==> src/rtl/core/cde_pkg.sv <==
// Shared types and constants for the civil date to epoch converter.
`timescale 1ns / 1ps

package cde_pkg;

  localparam int unsigned QUEUE_DEPTH = 2;

  localparam logic [15:0] MIN_YEAR     = 16'd2000;
  localparam logic [7:0]  MONTHS       = 8'd12;
  localparam logic [7:0]  MAX_HOUR     = 8'd23;
  localparam logic [7:0]  MAX_MINSEC   = 8'd59;
  localparam logic [7:0]  MAX_WEEKDAY  = 8'd6;

  // Divisibility by 25 through the modular inverse: x*inv mod 2^n <= (2^n-1)/25
  localparam logic [13:0] INV25_14     = 14'd7209;
  localparam logic [13:0] LIM25_14     = 14'd655;
  localparam logic [11:0] INV25_12     = 12'd3113;
  localparam logic [11:0] LIM25_12     = 12'd163;

  // floor(x/25) for x < 2^14 as (x * RECIP25) >> RECIP25_SH
  localparam logic [13:0] RECIP25      = 14'd10486;
  localparam int unsigned RECIP25_SH   = 18;

  localparam logic [8:0]  DAYS_YEAR    = 9'd365;
  localparam logic [19:0] EPOCH_SHIFT  = 20'd719468;
  localparam logic [16:0] DAY_SECONDS  = 17'd86400;
  localparam logic [11:0] HOUR_SECONDS = 12'd3600;
  localparam logic [5:0]  MIN_SECONDS  = 6'd60;

  localparam int unsigned EPOCH_W = 41;
  localparam int unsigned DAYS_W  = 25;
  localparam int unsigned TOD_W   = 17;

  // One classified request between front and back.
  typedef struct packed {
    logic        ok;
    logic [15:0] year;    // March-based year
    logic [8:0]  doy;     // day of that year, from March 1
    logic [4:0]  hour;
    logic [5:0]  minute;
    logic [5:0]  second;
  } item_t;

  // Days in a month, month 1..12.
  function automatic logic [4:0] month_days(input logic [3:0] month, input logic leap);
    logic [4:0] d;
    unique case (month)
      4'd2:                      d = leap ? 5'd29 : 5'd28;
      4'd4, 4'd6, 4'd9, 4'd11:   d = 5'd30;
      default:                   d = 5'd31;
    endcase
    return d;
  endfunction

  // Offset of the month's first day in a year that starts in March.
  function automatic logic [8:0] month_start(input logic [3:0] month);
    logic [8:0] o;
    unique case (month)
      4'd1:    o = 9'd306;
      4'd2:    o = 9'd337;
      4'd3:    o = 9'd0;
      4'd4:    o = 9'd31;
      4'd5:    o = 9'd61;
      4'd6:    o = 9'd92;
      4'd7:    o = 9'd122;
      4'd8:    o = 9'd153;
      4'd9:    o = 9'd184;
      4'd10:   o = 9'd214;
      4'd11:   o = 9'd245;
      4'd12:   o = 9'd275;
      default: o = 9'd0;
    endcase
    return o;
  endfunction

endpackage

==> src/rtl/core/civil_datetime_to_epoch.sv <==
// Top level: UTC calendar date and time to Unix epoch seconds.
`timescale 1ns / 1ps

// Takes one request per clock while busy is low and returns one result per
// request, in order. The result strobe out_valid follows the edge that took the
// request through the queue, which hands it on in the next cycle, and the back
// end's three register stages (divide-free year terms, day count,
// the day-by-86400 multiply). The receiver cannot stall, so the queue drains
// every cycle and busy stays low in normal use. A request with any field out
// of range, a year below 2000 or a day past the end of its month gives
// out_status 1 and zero seconds; the weekday is range checked only.
module civil_datetime_to_epoch #(
  parameter int unsigned QUEUE_DEPTH = cde_pkg::QUEUE_DEPTH
) (
  input  logic                        clk,
  input  logic                        rst_n,
  input  logic                        start,
  output logic                        busy,
  input  logic [15:0]                 in_year,
  input  logic [7:0]                  in_month,
  input  logic [7:0]                  in_day,
  input  logic [7:0]                  in_hour,
  input  logic [7:0]                  in_minute,
  input  logic [7:0]                  in_second,
  input  logic [7:0]                  in_weekday,
  output logic                        out_valid,
  output logic                        out_status,
  output logic [cde_pkg::EPOCH_W-1:0] out_epoch_seconds
);
  import cde_pkg::*;

  item_t front_item;
  item_t queue_item;
  logic  q_empty, q_full;
  logic  push, pop;

  assign busy = q_full;
  assign push = start && !q_full;
  assign pop  = !q_empty;

  cde_front u_front (
    .in_year    (in_year),
    .in_month   (in_month),
    .in_day     (in_day),
    .in_hour    (in_hour),
    .in_minute  (in_minute),
    .in_second  (in_second),
    .in_weekday (in_weekday),
    .item       (front_item)
  );

  cde_fifo #(
    .DEPTH (QUEUE_DEPTH)
  ) u_fifo (
    .clk     (clk),
    .rst_n   (rst_n),
    .push    (push),
    .wr_item (front_item),
    .pop     (pop),
    .rd_item (queue_item),
    .empty   (q_empty),
    .full    (q_full)
  );

  cde_back u_back (
    .clk               (clk),
    .rst_n             (rst_n),
    .in_valid          (pop),
    .in_item           (queue_item),
    .out_valid         (out_valid),
    .out_status        (out_status),
    .out_epoch_seconds (out_epoch_seconds)
  );

endmodule

==> src/rtl/core/cde_front.sv <==
// Front end: range checks, leap year test and day-of-year for one request.
`timescale 1ns / 1ps

module cde_front (
  input  logic [15:0]    in_year,
  input  logic [7:0]     in_month,
  input  logic [7:0]     in_day,
  input  logic [7:0]     in_hour,
  input  logic [7:0]     in_minute,
  input  logic [7:0]     in_second,
  input  logic [7:0]     in_weekday,
  output cde_pkg::item_t item
);
  import cde_pkg::*;

  logic [13:0] y4;
  logic [11:0] y16;
  logic [27:0] p4;
  logic [23:0] p16;
  logic        div4, div100, div400, leap;
  logic [3:0]  mon;
  logic        range_ok, day_ok;

  assign y4  = in_year[15:2];
  assign y16 = in_year[15:4];
  assign p4  = 28'(y4) * 28'(INV25_14);
  assign p16 = 24'(y16) * 24'(INV25_12);

  assign div4   = (in_year[1:0] == 2'b00);
  assign div100 = div4 && (p4[13:0] <= LIM25_14);
  assign div400 = (in_year[3:0] == 4'b0000) && (p16[11:0] <= LIM25_12);
  assign leap   = (div4 && !div100) || div400;

  assign mon = in_month[3:0];

  assign range_ok = (in_year >= MIN_YEAR) && (in_month != 8'd0) && (in_month <= MONTHS) &&
                    (in_day != 8'd0) && (in_hour <= MAX_HOUR) &&
                    (in_minute <= MAX_MINSEC) && (in_second <= MAX_MINSEC) &&
                    (in_weekday <= MAX_WEEKDAY);
  assign day_ok   = (in_day <= 8'(month_days(mon, leap)));

  always_comb begin
    item.ok     = range_ok && day_ok;
    // January and February belong to the previous March-based year
    item.year   = (mon <= 4'd2) ? in_year - 16'd1 : in_year;
    item.doy    = month_start(mon) + 9'(in_day[4:0]) - 9'd1;
    item.hour   = in_hour[4:0];
    item.minute = in_minute[5:0];
    item.second = in_second[5:0];
  end

endmodule

==> src/rtl/core/cde_fifo.sv <==
// Short request queue between the front end and the arithmetic back end.
`timescale 1ns / 1ps

module cde_fifo #(
  parameter int unsigned DEPTH = cde_pkg::QUEUE_DEPTH
) (
  input  logic           clk,
  input  logic           rst_n,
  input  logic           push,
  input  cde_pkg::item_t wr_item,
  input  logic           pop,
  output cde_pkg::item_t rd_item,
  output logic           empty,
  output logic           full
);
  import cde_pkg::*;

  localparam int unsigned PTR_W = (DEPTH > 1) ? $clog2(DEPTH) : 1;
  localparam int unsigned CNT_W = $clog2(DEPTH + 1);
  localparam logic [PTR_W-1:0] LAST = PTR_W'(DEPTH - 1);

  item_t             slot_r [DEPTH];
  logic [PTR_W-1:0]  wr_ptr_r, wr_ptr_nxt;
  logic [PTR_W-1:0]  rd_ptr_r, rd_ptr_nxt;
  logic [CNT_W-1:0]  count_r, count_nxt;

  assign empty   = (count_r == '0);
  assign full    = (count_r == CNT_W'(DEPTH));
  assign rd_item = slot_r[rd_ptr_r];

  always_comb begin
    wr_ptr_nxt = wr_ptr_r;
    rd_ptr_nxt = rd_ptr_r;
    count_nxt  = count_r;
    if (push) begin
      wr_ptr_nxt = (wr_ptr_r == LAST) ? '0 : wr_ptr_r + PTR_W'(1);
    end
    if (pop) begin
      rd_ptr_nxt = (rd_ptr_r == LAST) ? '0 : rd_ptr_r + PTR_W'(1);
    end
    if (push && !pop) begin
      count_nxt = count_r + CNT_W'(1);
    end else if (pop && !push) begin
      count_nxt = count_r - CNT_W'(1);
    end
  end

  always_ff @(posedge clk) begin
    if (!rst_n) begin
      wr_ptr_r <= '0;
      rd_ptr_r <= '0;
      count_r  <= '0;
    end else begin
      wr_ptr_r <= wr_ptr_nxt;
      rd_ptr_r <= rd_ptr_nxt;
      count_r  <= count_nxt;
    end
  end

  always_ff @(posedge clk) begin
    if (push) begin
      slot_r[wr_ptr_r] <= wr_item;
    end
  end

`ifndef NO_ASSERTIONS
  a_no_overfill: assert property (@(posedge clk) disable iff (!rst_n)
    full |-> !push) else $error("request pushed into full queue");
  a_count_up: assert property (@(posedge clk) disable iff (!rst_n)
    push && !pop |=> count_r == $past(count_r) + CNT_W'(1))
    else $error("queue count did not track push");
`endif

endmodule

==> src/rtl/core/cde_back.sv <==
// Back end: day count, time of day and epoch seconds in three stages.
`timescale 1ns / 1ps

module cde_back (
  input  logic                            clk,
  input  logic                            rst_n,
  input  logic                            in_valid,
  input  cde_pkg::item_t                  in_item,
  output logic                            out_valid,
  output logic                            out_status,
  output logic [cde_pkg::EPOCH_W-1:0]     out_epoch_seconds
);
  import cde_pkg::*;

  // stage 1
  logic               s1_valid_r;
  logic               s1_ok_r;
  logic [13:0]        s1_y4_r;
  logic [9:0]         s1_q100_r;
  logic [DAYS_W-1:0]  s1_d365_r;
  logic [8:0]         s1_doy_r;
  logic [TOD_W-1:0]   s1_tod_r;
  // stage 2
  logic               s2_valid_r;
  logic               s2_ok_r;
  logic [DAYS_W-1:0]  s2_days_r;
  logic [TOD_W-1:0]   s2_tod_r;
  // output
  logic               out_valid_r;
  logic               out_status_r;
  logic [EPOCH_W-1:0] out_epoch_r;

  logic [13:0]        y4;
  logic [27:0]        q_prod;
  logic [DAYS_W:0]    days_sum;
  logic [41:0]        secs;

  assign y4     = in_item.year[15:2];
  assign q_prod = 28'(y4) * 28'(RECIP25);

  // 365y + y/4 - y/100 + y/400 + doy - shift, with y/400 = (y/100)/4
  assign days_sum = (DAYS_W+1)'(s1_d365_r) + (DAYS_W+1)'(s1_y4_r)
                  - (DAYS_W+1)'(s1_q100_r) + (DAYS_W+1)'(s1_q100_r[9:2])
                  + (DAYS_W+1)'(s1_doy_r) - (DAYS_W+1)'(EPOCH_SHIFT);

  assign secs = 42'(s2_days_r) * 42'(DAY_SECONDS) + 42'(s2_tod_r);

  always_ff @(posedge clk) begin
    if (!rst_n) begin
      s1_valid_r  <= 1'b0;
      s2_valid_r  <= 1'b0;
      out_valid_r <= 1'b0;
    end else begin
      s1_valid_r  <= in_valid;
      s2_valid_r  <= s1_valid_r;
      out_valid_r <= s2_valid_r;
    end
  end

  always_ff @(posedge clk) begin
    s1_ok_r   <= in_item.ok;
    s1_y4_r   <= y4;
    s1_q100_r <= 10'(q_prod >> RECIP25_SH);
    s1_d365_r <= DAYS_W'(in_item.year) * DAYS_W'(DAYS_YEAR);
    s1_doy_r  <= in_item.doy;
    s1_tod_r  <= TOD_W'(in_item.hour) * TOD_W'(HOUR_SECONDS)
               + TOD_W'(in_item.minute) * TOD_W'(MIN_SECONDS)
               + TOD_W'(in_item.second);

    s2_ok_r   <= s1_ok_r;
    s2_days_r <= days_sum[DAYS_W-1:0];
    s2_tod_r  <= s1_tod_r;

    out_status_r <= !s2_ok_r;
    out_epoch_r  <= s2_ok_r ? secs[EPOCH_W-1:0] : '0;
  end

  assign out_valid         = out_valid_r;
  assign out_status        = out_status_r;
  assign out_epoch_seconds = out_epoch_r;

`ifndef NO_ASSERTIONS
  a_latency: assert property (@(posedge clk) disable iff (!rst_n)
    in_valid |-> ##3 out_valid) else $error("result strobe missing");
  a_no_extra: assert property (@(posedge clk) disable iff (!rst_n)
    !in_valid |-> ##3 !out_valid) else $error("spurious result strobe");
`endif

endmodule
==> config.mk <==
export PLATFORM = sky130hd
export DESIGN_NAME = civil_datetime_to_epoch
export DESIGN_NICKNAME = d
export VERILOG_FILES = /design/src/rtl/core/cde_pkg.sv /design/src/rtl/core/civil_datetime_to_epoch.sv /design/src/rtl/core/cde_front.sv /design/src/rtl/core/cde_fifo.sv /design/src/rtl/core/cde_back.sv
export SDC_FILE = /design/constraint.sdc
export NUM_CORES = 1
export LEC_CHECK = 0
export BUFFER_PORTS_ARGS = -buffer_cell sky130_fd_sc_hd__buf_2
export CAP_MARGIN = 30
export CORE_MARGIN = 1.5
export CORE_UTILIZATION = 40
export DETAILED_ROUTE_END_ITERATION = 8
export GPL_TIMING_DRIVEN = 0
export PLACE_DENSITY_LB_ADDON = 0.3
export REMOVE_ABC_BUFFERS = 1
export SETUP_SLACK_MARGIN = 0.4
export SLEW_MARGIN = 15
export SYNTH_ARGS = -nofsm -noshare
export SYNTH_HDL_FRONTEND = slang
export SYNTH_HIERARCHICAL = 1
export SYNTH_SLANG_ARGS = --single-unit
==> constraint.sdc <==
create_clock -name clk -period 8 [get_ports clk]
set_input_delay 1.2 -clock clk [delete_from_list [all_inputs] [get_ports clk]]
set_output_delay 1.2 -clock clk [all_outputs]
set_load 0.02 [all_outputs]
* After elaboration in Yosys (flattened, before gate mapping)
Memories as Yosys holds them, arrays and structs flattened. A register that Yosys moved wholly into a read port is not among the register bits.
Cells that the tools add are included.
** Storage, ports and cells
- Register bits :: 168
- Memories kept :: 2
- RAM bits :: 86
- Logic and storage cells :: 95
- ROM bits :: 144
** Operators by class
- Eq/ne operators :: 6
- Reduce and logical (&&, ||, !) cells :: 27
- Order comparisons :: 10
- Multipliers :: 7
- Mux-type cells :: 11
- $add $sub $neg :: 15
** Memories
- (no name shown) :: depth 16, bits a word 9, read ports 1, clocked after memory_dff 0, write ports 0, RTL line cde_pkg.sv:58 : unique case (month)
- u_fifo.slot_r :: depth 2, bits a word 43, read ports 1, clocked after memory_dff 1, write ports 1, RTL line cde_fifo.sv:22 : item_t slot_r [DEPTH];
** Operators with widths (number)
- adder 41 x 17 -> 41 bit :: 1
- multiplier 25 x 10 -> 34 bit, second input constant :: 1
- multiplier 14 x 13 -> 27 bit, second input constant :: 1
- adder 25 x 14 -> 25 bit :: 1
- adder 25 x 8 -> 25 bit :: 1
- adder 25 x 9 -> 25 bit :: 1
- multiplier 16 x 9 -> 25 bit, second input constant :: 1
- subtractor 25 x 10 -> 25 bit :: 1
- subtractor 25 x 20 -> 25 bit, second input constant :: 1
- adder 17 x 12 -> 17 bit :: 1
- adder 17 x 6 -> 17 bit :: 1
- >= comparator 16 x 11 -> 1 bit, second input constant :: 1
- <= comparator 8 x 6 -> 1 bit, second input constant :: 2
- 2-to-1 mux 16 bit :: 1
- nonzero test 8 bit :: 2
- subtractor 16 x 1 -> 16 bit, second input constant :: 1
- <= comparator 14 x 10 -> 1 bit, second input constant :: 1
- logical AND 1 bit :: 14
- multiplier 14 x 13 -> 14 bit, second input constant :: 1
- multiplier 5 x 8 -> 13 bit, second input constant :: 1
- <= comparator 12 x 8 -> 1 bit, second input constant :: 1
- multiplier 12 x 11 -> 12 bit, second input constant :: 1
- multiplier 6 x 4 -> 10 bit, second input constant :: 1
- case mux 5 bit (2 select lines) :: 1
- 22 further kinds :: 37

* Longest topological paths before layout
Gate-level depths: netlist (run 1).
- Depth after elaboration :: 10
- Depth in mapped cells :: 26
- Gate-level depth less buffers :: 24

* Modules after synthesis
The synthesis (run 1) kept the hierarchy.
** Modules (own cells, without submodules)
- cde_back :: cells an instance 1797, area an instance 17814.6 um^2, times used 1, sequential area each 3283.1 um^2
- cde_fifo :: cells an instance 156, area an instance 3320.7 um^2, times used 1, sequential area each 2682.6 um^2
- cde_front :: cells an instance 378, area an instance 3030.4 um^2, times used 1, sequential area each 0.0 um^2
- civil_datetime_to_epoch :: cells an instance 2, area an instance 17.5 um^2, times used 1, sequential area each 0.0 um^2

* Worst setup path after synthesis (run 1)
Ideal clock, no wire load.
- Kind :: register -> register
- Start point :: register (tool-made name)
- End point :: register u_back.s1_q100_r[8]
- Stages on the path, launching flop included :: 25
- Setup time :: 123 ps
- Required time :: 7877 ps
- Data arrival time :: 5594 ps
- Setup slack :: 2283 ps
- Buffers on the path :: 2
- Period minus slack after synthesis :: 5717 ps
- Path through :: dfxtp_1 buf_2 buf_4 mux2_2 ha_1 inv_1 fa_1 fa_1 inv_1 ha_1 inv_1 fa_1 inv_1 ha_1 nand4_1 o221ai_1 a211o_1 a21oi_1 nor3_1 o311ai_0 a21boi_0 o21a_1 o21ai_0 a21oi_1 xor2_1
** RTL lines
- end signal: assignment :: RTL line cde_back.sv:63 : s1_q100_r <= 10'(q_prod >> RECIP25_SH);
- end: declaration :: RTL line cde_back.sv:19 : logic [9:0] s1_q100_r;

==> impl_metrics.toml, run 1 <==
[layout]
n_fill_cell = 5538
layoutNonFillerInstCount = 3236
diodes = 0
fin_nets = 3182
multi_input_area_mm2 = 0.0161
seq_area_mm2 = 0.00597
layout-drive-gt1-share_pct = 10.2
final_area_mm2 = 0.0266
syn_to_final_growth_pct = 10.1

[timing]
setup_tns_ns = 0
setup_viol_count_final = 0
fmax_mhz = 143
max_slew_margin_pct = 45.1
final_hold_viol_count = 0
grt_setup_unrepaired = "no"
fin_ws_ns = 1.02
slew_violations = 0
fin_crit_sh_pct = 87.3
fin_worst_skew_ns = 0.0170
worst_slew_pin_slew_ns = 0.803
layout_min_cycle_time_ns = 6.98

[route]
routedWlPerCell_um = 14.2
wl_um = 46000
vias = 15588
drtIter0Drc = 376
firstDrtPassIters = 4
avgViaCountPerCell = 4.82
drc_errors = 0
ant_nets = 0

[cts]
clock_sinks = 255
postCtsSetupBuffers = 0
clk_latency_ns = 0.58
path_clk_slew_ns = 0.06
cts_resized = 0
cts.hold.buffers_added = 0
cts_tree = "built"
htreeDepth = 1
cts-root-buf = "clkbuf_16"
cts_buffers = 29
clockBufferDepth = 3

[synthesis]
synth_cell_types = 83
synthTopCellsByCount = "inv_1, ha_1, fa_1"
synth-seq-area-share_pct = 24.7
synth_most_common_cell = "inv_1"
synth_top_area_cell = "ha_1"
syn_area_per_cell_um2 = 10.4
syn_inst = 2333
synth_warnings = 6
yosysTopAreaCellShare_pct = 23.0
async_reset_ff_share_pct = 0
synth_top_family_by_area = "adder cells"
synth_ff_type = "dfxtp_1"
yosys.area_share.xor_xnor_pct = 6.29
synth_adder_area_share_pct = 42.1
synth_compound_area_share_pct = 8.67
netlist_area_mm2 = 0.0242
synthTopCellsByArea = "ha_1, fa_1, dfxtp_1, edfxtp_1, inv_1"
muxShareOfSynthArea_pct = 2.22
synth-simple-area-share_pct = 7.45
ys_seq_elements = 255
synth_edf_count = 86

[die]
num_rows = 89
initial_core_util_pct = 40.7
fp.dieH_um = 249
core_area_mm2 = 0.0594
die_area_mm2 = 0.0619
die_width_um = 249
ios = 111

[worst_setup_path]
startpoint_type = "flop"
cp-end-kind = "flop"
crit_arrival_ns = 7.44
slowest_stage = "dfxtp_2"
critPathMaxFanout = 26
slowest_delay_ns = 0.62
required_ns = 8.46
cp_cell_sequence = "buf_12 > mux2_2 > ha_1 > inv_1 > fa_1 > fa_1 > inv_1 > ha_1 > inv_1 > fa_1 > inv_1 > ha_1 > nand4_1 > o221ai_1 > a211o_1 > a21oi_1 > nor3_1 > o311ai_0 > a21boi_0 > o21a_1 > o21ai_0 > a21oi_1 > xor2_1"
crit_type = "reg -> reg"
cpMostUsedCell = "inv_1"

[placement]
dpl.cell_count = 3181
dp.final_hpwl_um = 38900
numPortBuffers = 110
place_area_mm2 = 0.0255
gp_congestion = 0.872
place_ws_ns = 1.06

[global_route]
grt_max_degree = 31
grtUsageTotal_pct = 15.1
grt_remaining_overflow = 0
antenna_found_initial = 0
grt_pass1_vias = 16465
grt_pass1_wl_um = 78500

[flow_run]
maxCapViolCount = 0

[run_status]
outcome = "completed"

[min_path]
hold_path_class = "reg -> reg"
==> final cells by class <==
| cell class | count | share of cell area (%) |
|---|---|---|
| clock buffer | 36 | 3.11 |
| multi-input combinational | 1543 | 60.6 |
| sequential | 255 | 22.4 |
| clock inverter | 18 | 0.851 |
| tap | 773 | 3.63 |
| inverter | 497 | 7.01 |
| timing repair buffer | 114 | 2.35 |
==> path summary, 6_finish.rpt <==
kind	from	to	slack [ns]	cells after the start
max	flop	u_back/s1_q100_r[8]	1.02	23
min	u_back/s1_tod_r[12]	u_back/s2_tod_r[12]	0.32	0
max reg2reg	flop	u_back/s1_q100_r[8]	1.02	23
min reg2reg	u_back/s1_tod_r[12]	u_back/s2_tod_r[12]	0.32	0
==> kinds of logic (layout without fill, tap and decap cells) <==
kind of cell | count (synthesis) | after routing
compound gates | 316 | 316
buf+inv | 535 | 665
simple gates | 335 | 335
xor+xnor | 169 | 169
mux | 48 | 48
fa+ha+maj | 675 | 675
flops | 255 | 255
==> routing by layer <==
layer | vias to the layer above | wire, um | part of all wire, % | global-route usage [%]
li1 | 7901 | - | - | -
met1 | 7462 | 21100 | 46 | 19.1
met2 | 162 | 22800 | 50 | 27.3
met3 | 63 | 1050 | 2.3 | 1.70
met4 | 0 | 1030 | 2.2 | 3.86
met5 | - | 0 | 0 | 0
==> state kept, by name, indices dropped and copies added, names as in the netlist, 2 cells and up, named ones only <==
name,count
u_fifo/slot_r,86
u_back/out_epoch_seconds,41
u_back/s1_d365_r,25
u_back/s2_days_r,25
u_back/s1_tod_r,17
u_back/s2_tod_r,17
u_back/s1_y4_r,14
u_back/s1_q100_r,10
u_back/s1_doy_r,9
u_fifo/count_r,2
==> worst max-delay path: cells and delay by family (launching register included) <==
| kind | cells | cell delay (ns) |
|---|---|---|
| compound gates | 8 | 2.14 |
| mux | 1 | 0.49 |
| flops | 1 | 0.62 |
| xor+xnor | 1 | 0.18 |
| fa+ha+maj | 6 | 2.51 |
| simple gates | 2 | 0.22 |
| buf+inv | 5 | 0.67 |
==> through the flow <==
stage / hold WS (ns) / util [%]
floorplan: 0.310 / -
finish: 0.315 / 44.8
global placement: 0.310 / 42.9
detailed placement: 0.312 / 43.0
CTS: 0.314 / 44.8
global route: 0.330 / 44.8
==> layout by cell type (no fill, tap or decap), drive strengths merged, types with 22 or more instances in the layout <==
master	count
dfxtp	169
edfxtp	86
and2	22
nand2	49
clkbuf	36
fa	230
a21oi	101
ha	445
nor2	93
mux2	45
buf	114
o21ai	55
xnor2	117
a21o	45
nor3	35
nor2b	22
inv	503
nand3	29
xor2	49
Power of run 1 is not shown: default switching activity piles up to over one toggle a cycle in this logic, so the estimate is an artifact.
==> run 2: changes to the inputs <==
--- a/config.mk
+++ b/config.mk
@@ -5,6 +5,7 @@
 export SDC_FILE = /design/constraint.sdc
 export NUM_CORES = 1
 export LEC_CHECK = 0
+export ABC_AREA = 1
 export BUFFER_PORTS_ARGS = -buffer_cell sky130_fd_sc_hd__buf_2
 export CAP_MARGIN = 30
 export CORE_MARGIN = 1.5
==> impl_metrics.toml, run 2 <==
[cts]
clock_sinks = 255
cts_buffers = 29
cts.hold.buffers_added = 0
cts-root-buf = "clkbuf_16"
cts_tree = "built"
cts_resized = 0
clockBufferDepth = 3
path_clk_slew_ns = 0.07
clk_latency_ns = 0.58
postCtsSetupBuffers = 0
htreeDepth = 1

[timing]
grt_setup_unrepaired = "no"
fin_crit_sh_pct = 70.6
setup_viol_count_final = 0
final_hold_viol_count = 0
fin_worst_skew_ns = 0.0141
setup_tns_ns = 0
fmax_mhz = 177
slew_violations = 0
max_slew_margin_pct = 53.1
layout_min_cycle_time_ns = 5.65
worst_slew_pin_slew_ns = 0.704

[synthesis]
synthTopCellsByArea = "ha_1, fa_1, dfxtp_1, inv_1, edfxtp_1"
synth-seq-area-share_pct = 22.7
synthTopCellsByCount = "inv_1, nand2_1, ha_1"
synth_warnings = 6
netlist_area_mm2 = 0.0263
syn_inst = 3022
yosysTopAreaCellShare_pct = 21.2
ys_seq_elements = 255
syn_area_per_cell_um2 = 8.69
async_reset_ff_share_pct = 0
synth_most_common_cell = "inv_1"
synth_top_area_cell = "ha_1"
synth_edf_count = 86
synth_ff_type = "dfxtp_1"
synth_cell_types = 58

[layout]
fin_nets = 3881
layout-drive-gt1-share_pct = 8.26
seq_area_mm2 = 0.00597
syn_to_final_growth_pct = 9.24
multi_input_area_mm2 = 0.0174
layoutNonFillerInstCount = 4017
mostFrequentLayoutCells = "inv_1, nand2_1, ha_1"
largest_register_ffs = 86
regMostFlops = "u_fifo/slot_r"
layout_commonest_cell = "inv_1"
n_fill_cell = 6496

[die]
die_area_mm2 = 0.0672
num_rows = 93
initial_core_util_pct = 40.6
fp.dieH_um = 259
ios = 111
core_area_mm2 = 0.0647
die_width_um = 259

[flow_run]
maxCapViolCount = 0

[global_route]
grt_pass1_wl_um = 91600
antenna_found_initial = 0
grt_remaining_overflow = 0
grt_max_degree = 42
grtUsageTotal_pct = 16.6
grt_pass1_vias = 18833

[run_status]
outcome = "completed"

[route]
vias = 18716
drtIter0Drc = 804
wl_um = 54000
firstDrtPassIters = 5
routedWlPerCell_um = 13.4
drc_errors = 0
ant_nets = 0
avgViaCountPerCell = 4.66

[worst_setup_path]
cp-end-kind = "flop"
crit_arrival_ns = 6.14
critPathMaxFanout = 41
required_ns = 8.49
crit_type = "reg -> reg"
startpoint_type = "flop"

[placement]
gp_congestion = 0.894
dpl.cell_count = 3963
numPortBuffers = 110
dp.final_hpwl_um = 45900

[min_path]
hold_path_class = "reg -> reg"
run 2: cell types whose count changed in the layout (fill, tap and decap cells not counted), sizes merged, moves of 17 or more:
cell	before	now
nand2	49	537
inv	503	715
nand3	29	115
xnor2	117	38
nor2	93	164
a21oi	101	149
a21o	45	10
xor2	49	80
nor2b	22	0
and2	22	4
o21ai	55	73
nand4	17	34
run 2: metrics by stage:
step                      hold slack, ns  cell area, um2  util, %  setup slack (ns)
after CTS                          0.321           28700     44.4              2.33
final                              0.322           28700     44.4              2.35
after floorplan                    0.310           26000        -              1.98
after detailed placement           0.312           27800     42.9              2.04
after global routing               0.325           28700     44.4              2.19
after global placement             0.311           27600     42.7             0.631
run 2: final timing paths:
kind	depth (start not counted)	start	to	slack (ns)
setup / recovery	16	flop	u_back/s1_q100_r[7]	2.35
setup reg to reg	16	flop	u_back/s1_q100_r[7]	2.35
hold / removal	0	u_back/s1_tod_r[6]	u_back/s2_tod_r[6]	0.32
hold reg to reg	0	u_back/s1_tod_r[6]	u_back/s2_tod_r[6]	0.32
run 2: metal layers:
layer | track usage [%] | wire [um] | part of all wire [%]
met2 | 28.6 | 25300 | 47
met5 | 0 | 0 | 0
met3 | 2.19 | 2160 | 4.0
met4 | 2.75 | 826 | 1.5
met1 | 22.3 | 25700 | 48
run 2: area by class of cell:
type,instances,share of cell area (%)
Antenna cell,1,0.00872
Clock inverter,9,0.353
Multi-Input combinational cell,2027,60.6
Inverter,712,9.31
Tap cell,855,3.73
Clock buffer,44,2.94
Timing Repair Buffer,114,2.25
Sequential cell,255,20.8
run 2: critical path, cell delays in order (launching register included):
cell	delay [ns]
dfxtp_4	0.42
buf_16	0.28
mux2_4	0.42
ha_1	0.46
inv_1	0.15
fa_1	0.53
inv_1	0.06
fa_1	0.50
inv_1	0.05
fa_1	0.46
fa_1	0.59
inv_1	0.05
ha_1	0.32
nand2_1	0.12
or4_1	0.53
o221ai_1	0.37
xor2_1	0.21
run 2: cells by family after synthesis:
group / after synthesis / share of synthesized area, %
AO/OA/AOI/OAI: 287 / 6.15
XOR/XNOR: 118 / 3.99
adder cells (fa/ha/maj): 675 / 38.7
buffers and inverters: 740 / 11.1
flip-flops: 255 / 22.7
multiplexers: 43 / 2.41
AND/OR/NAND/NOR: 904 / 14.9
Power of run 2 is left out for the same reason.
